`src/hdl/extendible_hash_join_table_unit_assert.svh`:
```
// Assertion macros for the extendible hash join table unit
`ifndef EXTENDIBLE_HASH_JOIN_TABLE_UNIT_ASSERT_SVH
`define EXTENDIBLE_HASH_JOIN_TABLE_UNIT_ASSERT_SVH

// same-cycle implication, sampled on i_clk, off while i_rst_n is low
`define EHJ_CHECK(lbl, ante, cons, msg) \
    lbl: assert property (@(posedge i_clk) disable iff (!i_rst_n) (ante) |-> (cons)) \
        else $error(msg);

// next-cycle implication
`define EHJ_CHECK_NEXT(lbl, ante, cons, msg) \
    lbl: assert property (@(posedge i_clk) disable iff (!i_rst_n) (ante) |=> (cons)) \
        else $error(msg);

`endif

```
`src/hdl/ehj_pkg.sv`:
```
// Package: constants, types and helpers of the extendible hash join table
package ehj_pkg;

    localparam int BUCKET_SLOTS_DEF  = 8;
    localparam int MAX_DEPTH_DEF     = 10;
    localparam int BUCKET_POOL_DEF   = 1024;
    localparam int INITIAL_DEPTH_DEF = 2;
    localparam int MAX_RESULTS       = 8;

    // result status codes
    localparam logic [2:0] STS_INSERTED = 3'd0;
    localparam logic [2:0] STS_MATCH    = 3'd1;
    localparam logic [2:0] STS_NOMATCH  = 3'd2;
    localparam logic [2:0] STS_DEPTH    = 3'd3;
    localparam logic [2:0] STS_POOL     = 3'd4;

    localparam logic FUNC_INSERT = 1'b0;
    localparam logic FUNC_PROBE  = 1'b1;

    typedef enum logic [4:0] {
        ST_CLEAR,
        ST_IDLE,
        ST_HASH,
        ST_RETRY,
        ST_DIR,
        ST_BKT,
        ST_GROW_RD,
        ST_GROW_WT,
        ST_GROW_INC,
        ST_SCAN_RD,
        ST_SCAN_WT,
        ST_LOAD_RD,
        ST_LOAD_WT,
        ST_RESET_B,
        ST_RH_START,
        ST_RH_WAIT,
        ST_RH_DIR,
        ST_RH_BKT,
        ST_PROBE_RD,
        ST_PROBE_CMP,
        ST_PROBE_FIN
    } t_state;

    // hash unit response
    typedef struct packed {
        logic        done;
        logic [31:0] hash;
    } t_hash_rsp;

    // starting depth, lowered until it fits the directory and the pool
    function automatic int fit_depth(input int init_d, input int max_d, input int pool);
        int d;
        d = (init_d > max_d) ? max_d : init_d;
        while (d > 0 && (1 << d) > pool) d = d - 1;
        return d;
    endfunction

endpackage

```
`src/hdl/ehj_hash.sv`:
```
// Byte-serial sdbm hash unit, one byte per cycle, stops at the first zero byte
module ehj_hash (
    input  logic               i_clk,
    input  logic               i_rst_n,
    input  logic               i_start,
    input  logic [31:0]        i_key,
    output ehj_pkg::t_hash_rsp o_rsp
);

    logic        r_busy, n_busy;
    logic        r_done, n_done;
    logic [31:0] r_k, n_k;
    logic [31:0] r_h, n_h;

    // one hash step per cycle
    always_comb begin
        n_busy = r_busy;
        n_done = 1'b0;
        n_k    = r_k;
        n_h    = r_h;
        if (i_start) begin
            n_busy = 1'b1;
            n_k    = i_key;
            n_h    = '0;
        end else if (r_busy) begin
            if (r_k[7:0] == 8'd0) begin
                n_busy = 1'b0;
                n_done = 1'b1;
            end else begin
                n_h = {24'd0, r_k[7:0]} + (r_h << 6) + (r_h << 16) - r_h;
                n_k = {8'd0, r_k[31:8]};
            end
        end
    end

    always_ff @(posedge i_clk) begin
        if (!i_rst_n) begin
            r_busy <= 1'b0;
            r_done <= 1'b0;
        end else begin
            r_busy <= n_busy;
            r_done <= n_done;
        end
        r_k <= n_k;
        r_h <= n_h;
    end

    assign o_rsp.done = r_done;
    assign o_rsp.hash = r_h;

endmodule

```
`config.mk`:
```
export PLATFORM = sky130hd
export DESIGN_NAME = ehj_hash
export DESIGN_NICKNAME = d
export VERILOG_FILES = /design/src/hdl/extendible_hash_join_table_unit_assert.svh /design/src/hdl/ehj_pkg.sv /design/src/hdl/ehj_hash.sv
export SDC_FILE = /design/constraint.sdc
export NUM_CORES = 1
export LEC_CHECK = 0
export ABC_AREA = 1
export BUFFER_PORTS_ARGS = -buffer_cell sky130_fd_sc_hd__buf_2
export CORE_MARGIN = 4
export CORE_UTILIZATION = 50
export DETAILED_ROUTE_END_ITERATION = 8
export HOLD_SLACK_MARGIN = 0.15
export PLACE_DENSITY_LB_ADDON = 0.2
export SLEW_MARGIN = 40
export SYNTH_ARGS = -nofsm -noshare
export SYNTH_HDL_FRONTEND = slang
export SYNTH_SLANG_ARGS = --single-unit
export TNS_END_PERCENT = 1
```
`constraint.sdc`:
```
create_clock -name i_clk -period 2.5 [get_ports i_clk]
set_input_delay 0.25 -clock i_clk [delete_from_list [all_inputs] [get_ports i_clk]]
set_output_delay 0.25 -clock i_clk [all_outputs]
set_load 0.01 [all_outputs]
```
==> results_dict.tcl, run 1 <==
set metrics [dict create \
    outcome "complete, no violations" \
    drt_iter0_drc 473 \
    rr_worst_depth 14 \
    worstSetupEndpoint "r_h[31]" \
    worstPathMaxFanout 4 \
    ys_warn_count 0 \
    syn_to_final_growth_pct 29.6 \
    cts_tree "built" \
    drtAntennaViolNets 0 \
    dieArea_um2 12800 \
    finalHoldViolCount 0 \
    skew_ps 15.2 \
    crit_path_end_kind "register" \
    crit_chain "inv_1 -> fa_1 -> inv_1 -> ha_2 -> nand2_1 -> nand2_2 -> a21oi_2 -> nand2_1 -> a21oi_2 -> nand2_1 -> nand2_1 -> nand3_1 -> nand2_1 -> inv_1" \
    start_kind "register" \
    worst_pin_slew_ps 632 \
    totalPowerFinal_uw 9120 \
    max-slew-margin-rel_pct 57.9 \
    r2r-end "r_h[31]" \
    numClockSinks 66 \
    ios 68 \
    row_count 38 \
    rsz0062_at_grt "true" \
    slowest_stage "fa_1" \
    h-tree-depth 3 \
    fill_cells 950 \
    drive_gt1_share_pct 23.6 \
    placed_area_um2 6360 \
    cts_root_buf "clkbuf_8" \
    multi_input_area_um2 3450 \
    syn_nets 937 \
    startpoint "r_h[4]" \
    rr_startpoint "r_h[4]" \
    grt_max_degree 59 \
    critical_path_class "reg2reg" \
    drc 0 \
    core-area_um2 10800 \
    overflow 0 \
    drv_cap 0 \
    port_buffers 67 \
    vias_per_cell 4.95 \
    start_util_pct 51.2 \
    synth_area_um2 5550 \
    cp.arrival_ps 2680 \
    synth_seq_cells 66 \
    synthTopCellsByArea "nand2_1 20%, edfxtp_1 17%, inv_1 13%, dfxtp_1 12%, ha_1 9.9%" \
    clkTransAtPathRegs_ps 90 \
    dr_total_vias 5543 \
    grt_pass1_vias 5202 \
    antenna_found_initial 0 \
    p_per_area_nw_per_um2 1270 \
    period_share_pct 96.5 \
    totalWireLength_um 16600 \
    required_ps 2760 \
    power.leakage_uw 0.00406 \
    drt_first_pass_iters 5 \
    seqCellArea_um2 1650 \
    r2r_setup_slack_ps 90 \
    wl_per_cell_um 14.8 \
    crit_path_frequent_cell "nand2_1" \
    max_clock_freq_mhz 415 \
    synth_seq_area_share_pct 29.6 \
    hpwl_um 12500 \
    synth_top_area_cell "nand2_1" \
    fp.dieW_um 113 \
    nets 1071 \
    syn_inst 840 \
    cts_buffer_depth 2 \
    grtUsageTotal_pct 26.2 \
    synthDominantCellAreaShare_pct 20.2 \
    worstSkewPairLatency_ps 370 \
    num_antenna_cells 0 \
    vdd_drop_max_uv 505 \
    min_period_ps 2410 \
    finalSetupViolations 0 \
    die_h_um 113 \
    ys_types 32 \
    slew_violations 0 \
    place.gp.congestion 0.942 \
    hp-class "in2reg" \
    syn_area_per_cell_um2 6.60 \
    grt_pass1_wl_um 26300 \
    numCtsBuffers 9 \
    finish.instance_area_um2 7190 \
    max_stage_delay_ps 540 \
]
cells in the final DEF, fill, tap and decap left out, drive strengths merged:
master	count
nand4	3
nand3b	1
xnor2	4
nand3	43
and2	1
o21ai	17
o21a	1
clkbuf	9
nor3	4
o22ai	2
edfxtp	32
bufinv	3
inv	193
nor2	63
dfxtp	34
xor2	13
buf	117
clkinv	3
ha	44
nand2	304
dlygate4sd3	22
a21oi	44
o21bai	3
fa	18
a21o	1
stage by stage:
step / worst slack [ps] / utilization (%) / hold slack [ps] / TNS (ps) / std cells
after floorplan: 199 / - / 368 / 0 / 840
after global placement: -52.0 / 58.7 / 472 / -52.0 / 1080
after detailed placement: -22.7 / 58.7 / 480 / -63.2 / 1080
after CTS: -25.8 / 63.2 / 150 / -25.8 / 1118
after global routing: -69.7 / 66.3 / 169 / -279 / 1119
final: 88.5 / 66.3 / 163 / 0 / 1119
cell type report:
cell class,count,area share [%]
timing repair buffer,139,13.1
tap,140,2.44
clock buffer,9,1.72
clock inverter,7,1.74
inverter,192,10.1
multi-input combinational,566,48.0
sequential,66,23.0
synth_stat cells:
master and n:
o21bai_2 1, ha_1 44, inv_4 1, nand2_2 5, nand3_1 40, nor2_1 59
nand2_1 299, buf_1 1, clkbuf_1 8, nand3b_1 1, edfxtp_1 32, o21ai_0 13
o21bai_1 2, dfxtp_1 34, o21a_1 1, nand3_2 3, buf_2 5, o22ai_1 2
nand4_1 3, inv_1 190, a21oi_1 44, o21ai_1 4, buf_4 2, inv_2 1
nor2_2 3, and2_1 1, xnor2_1 4, nor3_1 4, xor2_1 13, a21o_1 1
fa_1 18, nor2_4 1
state kept, by name, indices dropped and copies added, names as in the netlist:
register	cells
r_busy	1
r_h	32
r_done	1
r_k	32
power by group:
| group | switching [µW] | internal [µW] |
|---|---|---|
| combinational | 3910 | 2590 |
| clock | 497 | 671 |
| sequential | 131 | 1320 |
cells by family after synthesis:
kind of cell | count (synthesis) | synth area share [%]
AO/OA/AOI/OAI | 68 | 6.48
XOR/XNOR | 17 | 2.68
adder cells (fa/ha/maj) | 62 | 16.4
AND/OR/NAND/NOR | 419 | 30.4
flip-flops | 66 | 29.6
buffers and inverters | 208 | 14.4
per-layer routing:
metal / vias up / global-route usage [%] / part of all wire (%) / routed length, µm
li1: 2818 / - / - / -
met5: - / 0 / 0 / 0
met4: 0 / 8.89 / 2.8 / 460
met3: 33 / 4.71 / 6.9 / 1140
met1: 2481 / 35.7 / 44 / 7300
met2: 211 / 42.2 / 46 / 7660
worst min-delay path by stage:
stage                    from  endpoint  slack (ps)  cells past startpoint
finish              i_key[16]   r_k[16]         160                      3
global route         i_key[3]    r_k[3]         170                      3
CTS                 i_key[16]   r_k[16]         150                      3
detailed placement     r_busy    r_done         480                      2
global placement       r_busy    r_done         470                      2
floorplan             i_rst_n    r_busy         370                      1
worst max-delay path, delay by kind of cell (launching register included):
family                     cells  cell delay (ps)
DFF                            1              340
adders and majority gates      2              870
AOI/OAI and AO/OA              2              310
and+or+nand+nor                7              620
buffers and inverters          3              160
repair_timing:
action	in CTS	in global routing
setup endpoints to repair	7	23
hold buffers	22	0
pin swaps	1	8
buffers inserted	0	1
hold endpoints to repair	22	0
resized for setup	9	84
Note: power is estimated with default switching activity, not from simulation.
==> inputs of run 2 (changes only) <==
- CORE_UTILIZATION: 50 -> 60
- REMOVE_ABC_BUFFERS: not set -> 1
==> results_dict.tcl, run 2 (synthesis gave the netlist of run 1 again) <==
set metrics [dict create \
    reg.largest.list "r_h: 32 flops, r_k: 32 flops" \
    min_period_ps 2430 \
    p_sw_share_pct 50.4 \
    finalHoldViolCount 0 \
    start_util_pct 62.7 \
    drv_cap 0 \
    clkTransAtPathRegs_ps 100 \
    post_cts_buffers 0 \
    overflow 0 \
    drc 0 \
    hpwl_um 12700 \
    required_ps 2760 \
    layout_commonest_cell "nand2_1" \
    worstSkewPairLatency_ps 360 \
    slew_violations 0 \
    final_cell_mix "278 x nand2_1, 177 x inv_1, 67 x buf_2, 51 x nor2_1, 39 x buf_4" \
    numClockSinks 66 \
    skew_ps 19.3 \
    drtAntennaViolNets 0 \
    vdd_drop_max_uv 683 \
    combPwrFrac_pct 71.2 \
    nets 1043 \
    power.internal_uw 4590 \
    critical_path_class "reg2reg" \
    drt_first_pass_iters 5 \
    dp.cells 1039 \
    grtUsageTotal_pct 30.1 \
    num_antenna_cells 0 \
    numCtsBuffers 9 \
    fp.dieW_um 104 \
    period_share_pct 97.1 \
    grt_pass1_vias 5368 \
    grt_max_degree 59 \
    core-area_um2 8850 \
    ios 68 \
    cts_tree "built" \
    wl_per_cell_um 16.0 \
    worst_pin_slew_ps 735 \
    pwr-share-clk_pct 13.0 \
    max-slew-margin-rel_pct 51.0 \
    antenna_found_initial 0 \
    p_per_area_nw_per_um2 1330 \
    dr_total_vias 5723 \
    seqPwrFrac_pct 15.8 \
    totalWireLength_um 17000 \
    die_h_um 104 \
    vias_per_cell 5.40 \
    placed_area_um2 6250 \
    syn_to_final_growth_pct 25.4 \
    start_kind "register" \
    row_count 34 \
    hp-class "in2reg" \
    drive_gt1_share_pct 23.7 \
    finalSetupViolations 0 \
    h-tree-depth 3 \
    outcome "complete, no violations" \
    dieArea_um2 10800 \
    grt_pass1_wl_um 26000 \
    fin_cells 1059 \
    cts_root_buf "clkbuf_8" \
    drt_iter0_drc 479 \
    p_sw_uw 4670 \
    worstPathMaxFanout 4 \
    place.gp.congestion 0.958 \
    rsz0062_at_grt "true" \
    crit_path_end_kind "register" \
    cts_buffer_depth 2 \
    cp.arrival_ps 2690 \
    max_clock_freq_mhz 412 \
    port_buffers 67 \
    power.leakage_uw 0.00395 \
    finish.instance_area_um2 6960 \
]
==> run 2: cell count changes in the layout (fill, tap and decap cells not counted), sizes merged <==
cell / delta
dlygate4sd3: -18
buf: -10
inv: +3
clkinv: -3
==> run 2: per-layer routing <==
metal / routed length [µm] / part of all wire [%] / track usage [%]
met1: 7080 / 42 / 40.9
met2: 7880 / 46 / 48.7
met3: 1530 / 9.0 / 4.66
met4: 502 / 3.0 / 11.2
met5: 0 / 0 / 0
==> run 2: area by class of cell <==
| type | instances | area [µm²] |
|---|---|---|
| fillers | 657 | 1890 |
| inverters | 192 | 723 |
| flip-flops and latches | 66 | 1660 |
| repair buffers | 111 | 688 |
| well taps | 108 | 135 |
| clock buffers | 9 | 124 |
| multi-input cells | 566 | 3490 |
| clock inverters | 7 | 130 |
==> run 2: final timing paths <==
| check | from | endpoint | slack, ps | depth (start not counted) |
|---|---|---|---|---|
| max | r_h[3] | r_h[24] | 70 | 14 |
| max reg2reg | r_h[3] | r_h[24] | 70 | 14 |
| min | i_key[26] | r_k[26] | 160 | 3 |
| min reg2reg | r_busy | r_done | 510 | 2 |
==> run 2: per-stage QoR <==
stage	setup slack [ps]	util [%]	power (µW)	setup TNS (ps)	hold slack [ps]
2_1_floorplan	195	-	5140	0	368
3_3_place_gp	-106	70.7	6690	-465	460
3_5_place_dp	-102	70.7	6820	-634	489
4_1_cts	-21.8	74.2	8080	-43.1	150
5_1_grt	-33.7	78.6	9970	-169	154
6_report	72.2	78.6	9260	0	157
==> run 2: what timing repair did <==
| action | in CTS | in global routing |
|---|---|---|
| pin swaps | 0 | 9 |
| hold buffers | 4 | 0 |
| endpoints found under the setup margin | 16 | 24 |
| cloned | 0 | 0 |
| gates resized for setup | 9 | 95 |
| hold endpoints to repair | 4 | 0 |
==> run 2: worst max-delay path, cell delays in order, from the launching register on <==
cell     delay, ps
dfxtp_4        380
inv_2           70
fa_1           550
inv_1           70
ha_4           260
nand2_1        120
nand2_2        110
a21oi_2        140
nor2_1          50
nor2_1         160
nand2_1         90
nand2_1         60
nand3_1        120
nand2_1        110
inv_1           40
==> run 2: power by group through the flow <==
| stage | Clock, µW | Sequential (µW) | Combinational, µW |
|---|---|---|---|
| floorplan | 0 | 1500 | 3640 |
| global placement | 0 | 1460 | 5240 |
| detailed placement | 0 | 1460 | 5350 |
| CTS | 1200 | 1440 | 5430 |
| global route | 1260 | 1480 | 7230 |
| finish | 1200 | 1460 | 6600 |
==> inputs of run 3 (changes only) <==
- PLACE_DENSITY_LB_ADDON: 0.2 -> 0.3
- SKIP_LAST_GASP: not set -> 1
==> results_dict.tcl, run 3 (synthesis gave the netlist of run 1 again) <==
set metrics [dict create \
    num_antenna_cells 0 \
    placed_area_um2 6250 \
    h-tree-depth 3 \
    drive_gt1_share_pct 23.7 \
    slew_violations 0 \
    crit_path_end_kind "register" \
    syn_to_final_growth_pct 25.1 \
    period_share_pct 97.1 \
    drc 0 \
    rr_worst_depth 14 \
    max_clock_freq_mhz 412 \
    wl_per_cell_um 16.0 \
    hold_depth 3 \
    finish.instance_area_um2 6940 \
    hold_ws_ps 161 \
    skew_ps 12.0 \
    row_count 34 \
    critical_path_class "reg2reg" \
    cts_root_buf "clkbuf_8" \
    outcome "complete, no violations" \
    grt_max_degree 36 \
    port_buffers 67 \
    max_stage_delay_ps 530 \
    start_kind "register" \
    crit_chain "inv_2 -> buf_12 -> fa_1 -> inv_1 -> ha_4 -> nand2_1 -> nor2_2 -> nand2_1 -> nor2_1 -> nand2_1 -> nand3_1 -> nand3_1 -> nand2_1 -> inv_1" \
    numClockSinks 66 \
    cts_buffer_depth 2 \
    numCtsBuffers 9 \
    post_cts_buffers 0 \
    drt_first_pass_iters 5 \
    overflow 0 \
    rsz0062_at_grt "true" \
    reg.largest.list "r_h: 32 flops, r_k: 32 flops" \
    grt_pass1_wl_um 26400 \
    dieArea_um2 10800 \
    place.gp.congestion 0.987 \
    cp.arrival_ps 2690 \
    max-slew-margin-rel_pct 60.9 \
    worst_pin_slew_ps 586 \
    ios 68 \
    drtAntennaViolNets 0 \
    p_per_area_nw_per_um2 1310 \
    crit_path_frequent_cell "nand2_1" \
    power.leakage_uw 0.00393 \
    worstSkewPairLatency_ps 360 \
    vias_per_cell 5.29 \
    finalSetupViolations 0 \
    cts_tree "built" \
    grtUsageTotal_pct 30.8 \
    min_period_ps 2430 \
    slowest_stage "fa_1" \
    drv_cap 0 \
    layout_commonest_cell "nand2_1" \
    totalWireLength_um 16900 \
    nets 1044 \
    antenna_found_initial 0 \
    clkTransAtPathRegs_ps 90 \
    worstPathMaxFanout 5 \
    vdd_drop_max_uv 671 \
    hpwl_um 12700 \
    die_h_um 104 \
    core-area_um2 8850 \
    grt_pass1_vias 5457 \
    required_ps 2760 \
    final_cell_mix "280 x nand2_1, 177 x inv_1, 67 x buf_2, 49 x nor2_1, 39 x buf_4" \
    fp.dieW_um 104 \
    dr_total_vias 5612 \
    finalHoldViolCount 0 \
    start_util_pct 62.7 \
    drt_iter0_drc 408 \
    hp-class "in2reg" \
]
-- run 3: cell count changes in the layout (fill, tap and decap cells not counted), sizes merged --
cell         delta
clkinv          +1
dlygate4sd3     +1
bufinv          -2
clkinvlp        +1
-- run 3: critical path, delay by kind of cell (launching register included) --
family,cells,cell delay (ps)
DFF,1,360
buffers and inverters,4,310
and+or+nand+nor,8,860
adders and majority gates,2,820
-- run 3: final timing paths --
| path | start | endpoint | slack (ps) |
|---|---|---|---|
| max | r_h[11] | r_h[29] | 70 |
| min | i_key[2] | r_k[2] | 160 |
| max reg2reg | r_h[11] | r_h[29] | 70 |
| min reg2reg | r_busy | r_done | 500 |
-- run 3: cell type report --
type,count,area [µm²]
tap,108,135
clock buffer,9,124
fill,670,1910
clock inverter,7,83.8
inverter,192,723
multi-input combinational,566,3510
sequential,66,1660
timing repair buffer,112,698
-- run 3: layer usage --
metal / routed length, µm / track usage [%]
met2: 8200 / 51.4
met5: 0 / 0
met3: 1380 / 5.71
met1: 6890 / 40.2
met4: 466 / 10.9
-- run 3: stage by stage --
stage	setup slack [ps]	utilization (%)	total power (µW)	std cells	setup TNS, ps
after CTS	-42.1	73.7	7860	1059	-173
after global placement	-113	70.7	6670	1039	-195
after floorplan	195	-	5140	824	0
after global routing	-68.7	78.4	9840	1060	-240
after detailed placement	-138	70.7	6800	1039	-643
final	73.3	78.4	9070	1060	0
-- run 3: where the power goes --
| part | switching, µW | internal, µW |
|---|---|---|
| Combinational | 4010 | 2610 |
| Sequential | 146 | 1330 |
| Clock | 504 | 480 |
| Total | 4660 | 4410 |
-- run 3: repair_timing --
| item | CTS | global route |
|---|---|---|
| resized for setup | 7 | 98 |
| endpoints found under the setup margin | 13 | 24 |
| gates cloned | 0 | 0 |
| hold endpoints to repair | 4 | 1 |
| pin swaps | 0 | 7 |
| hold buffers | 4 | 1 |
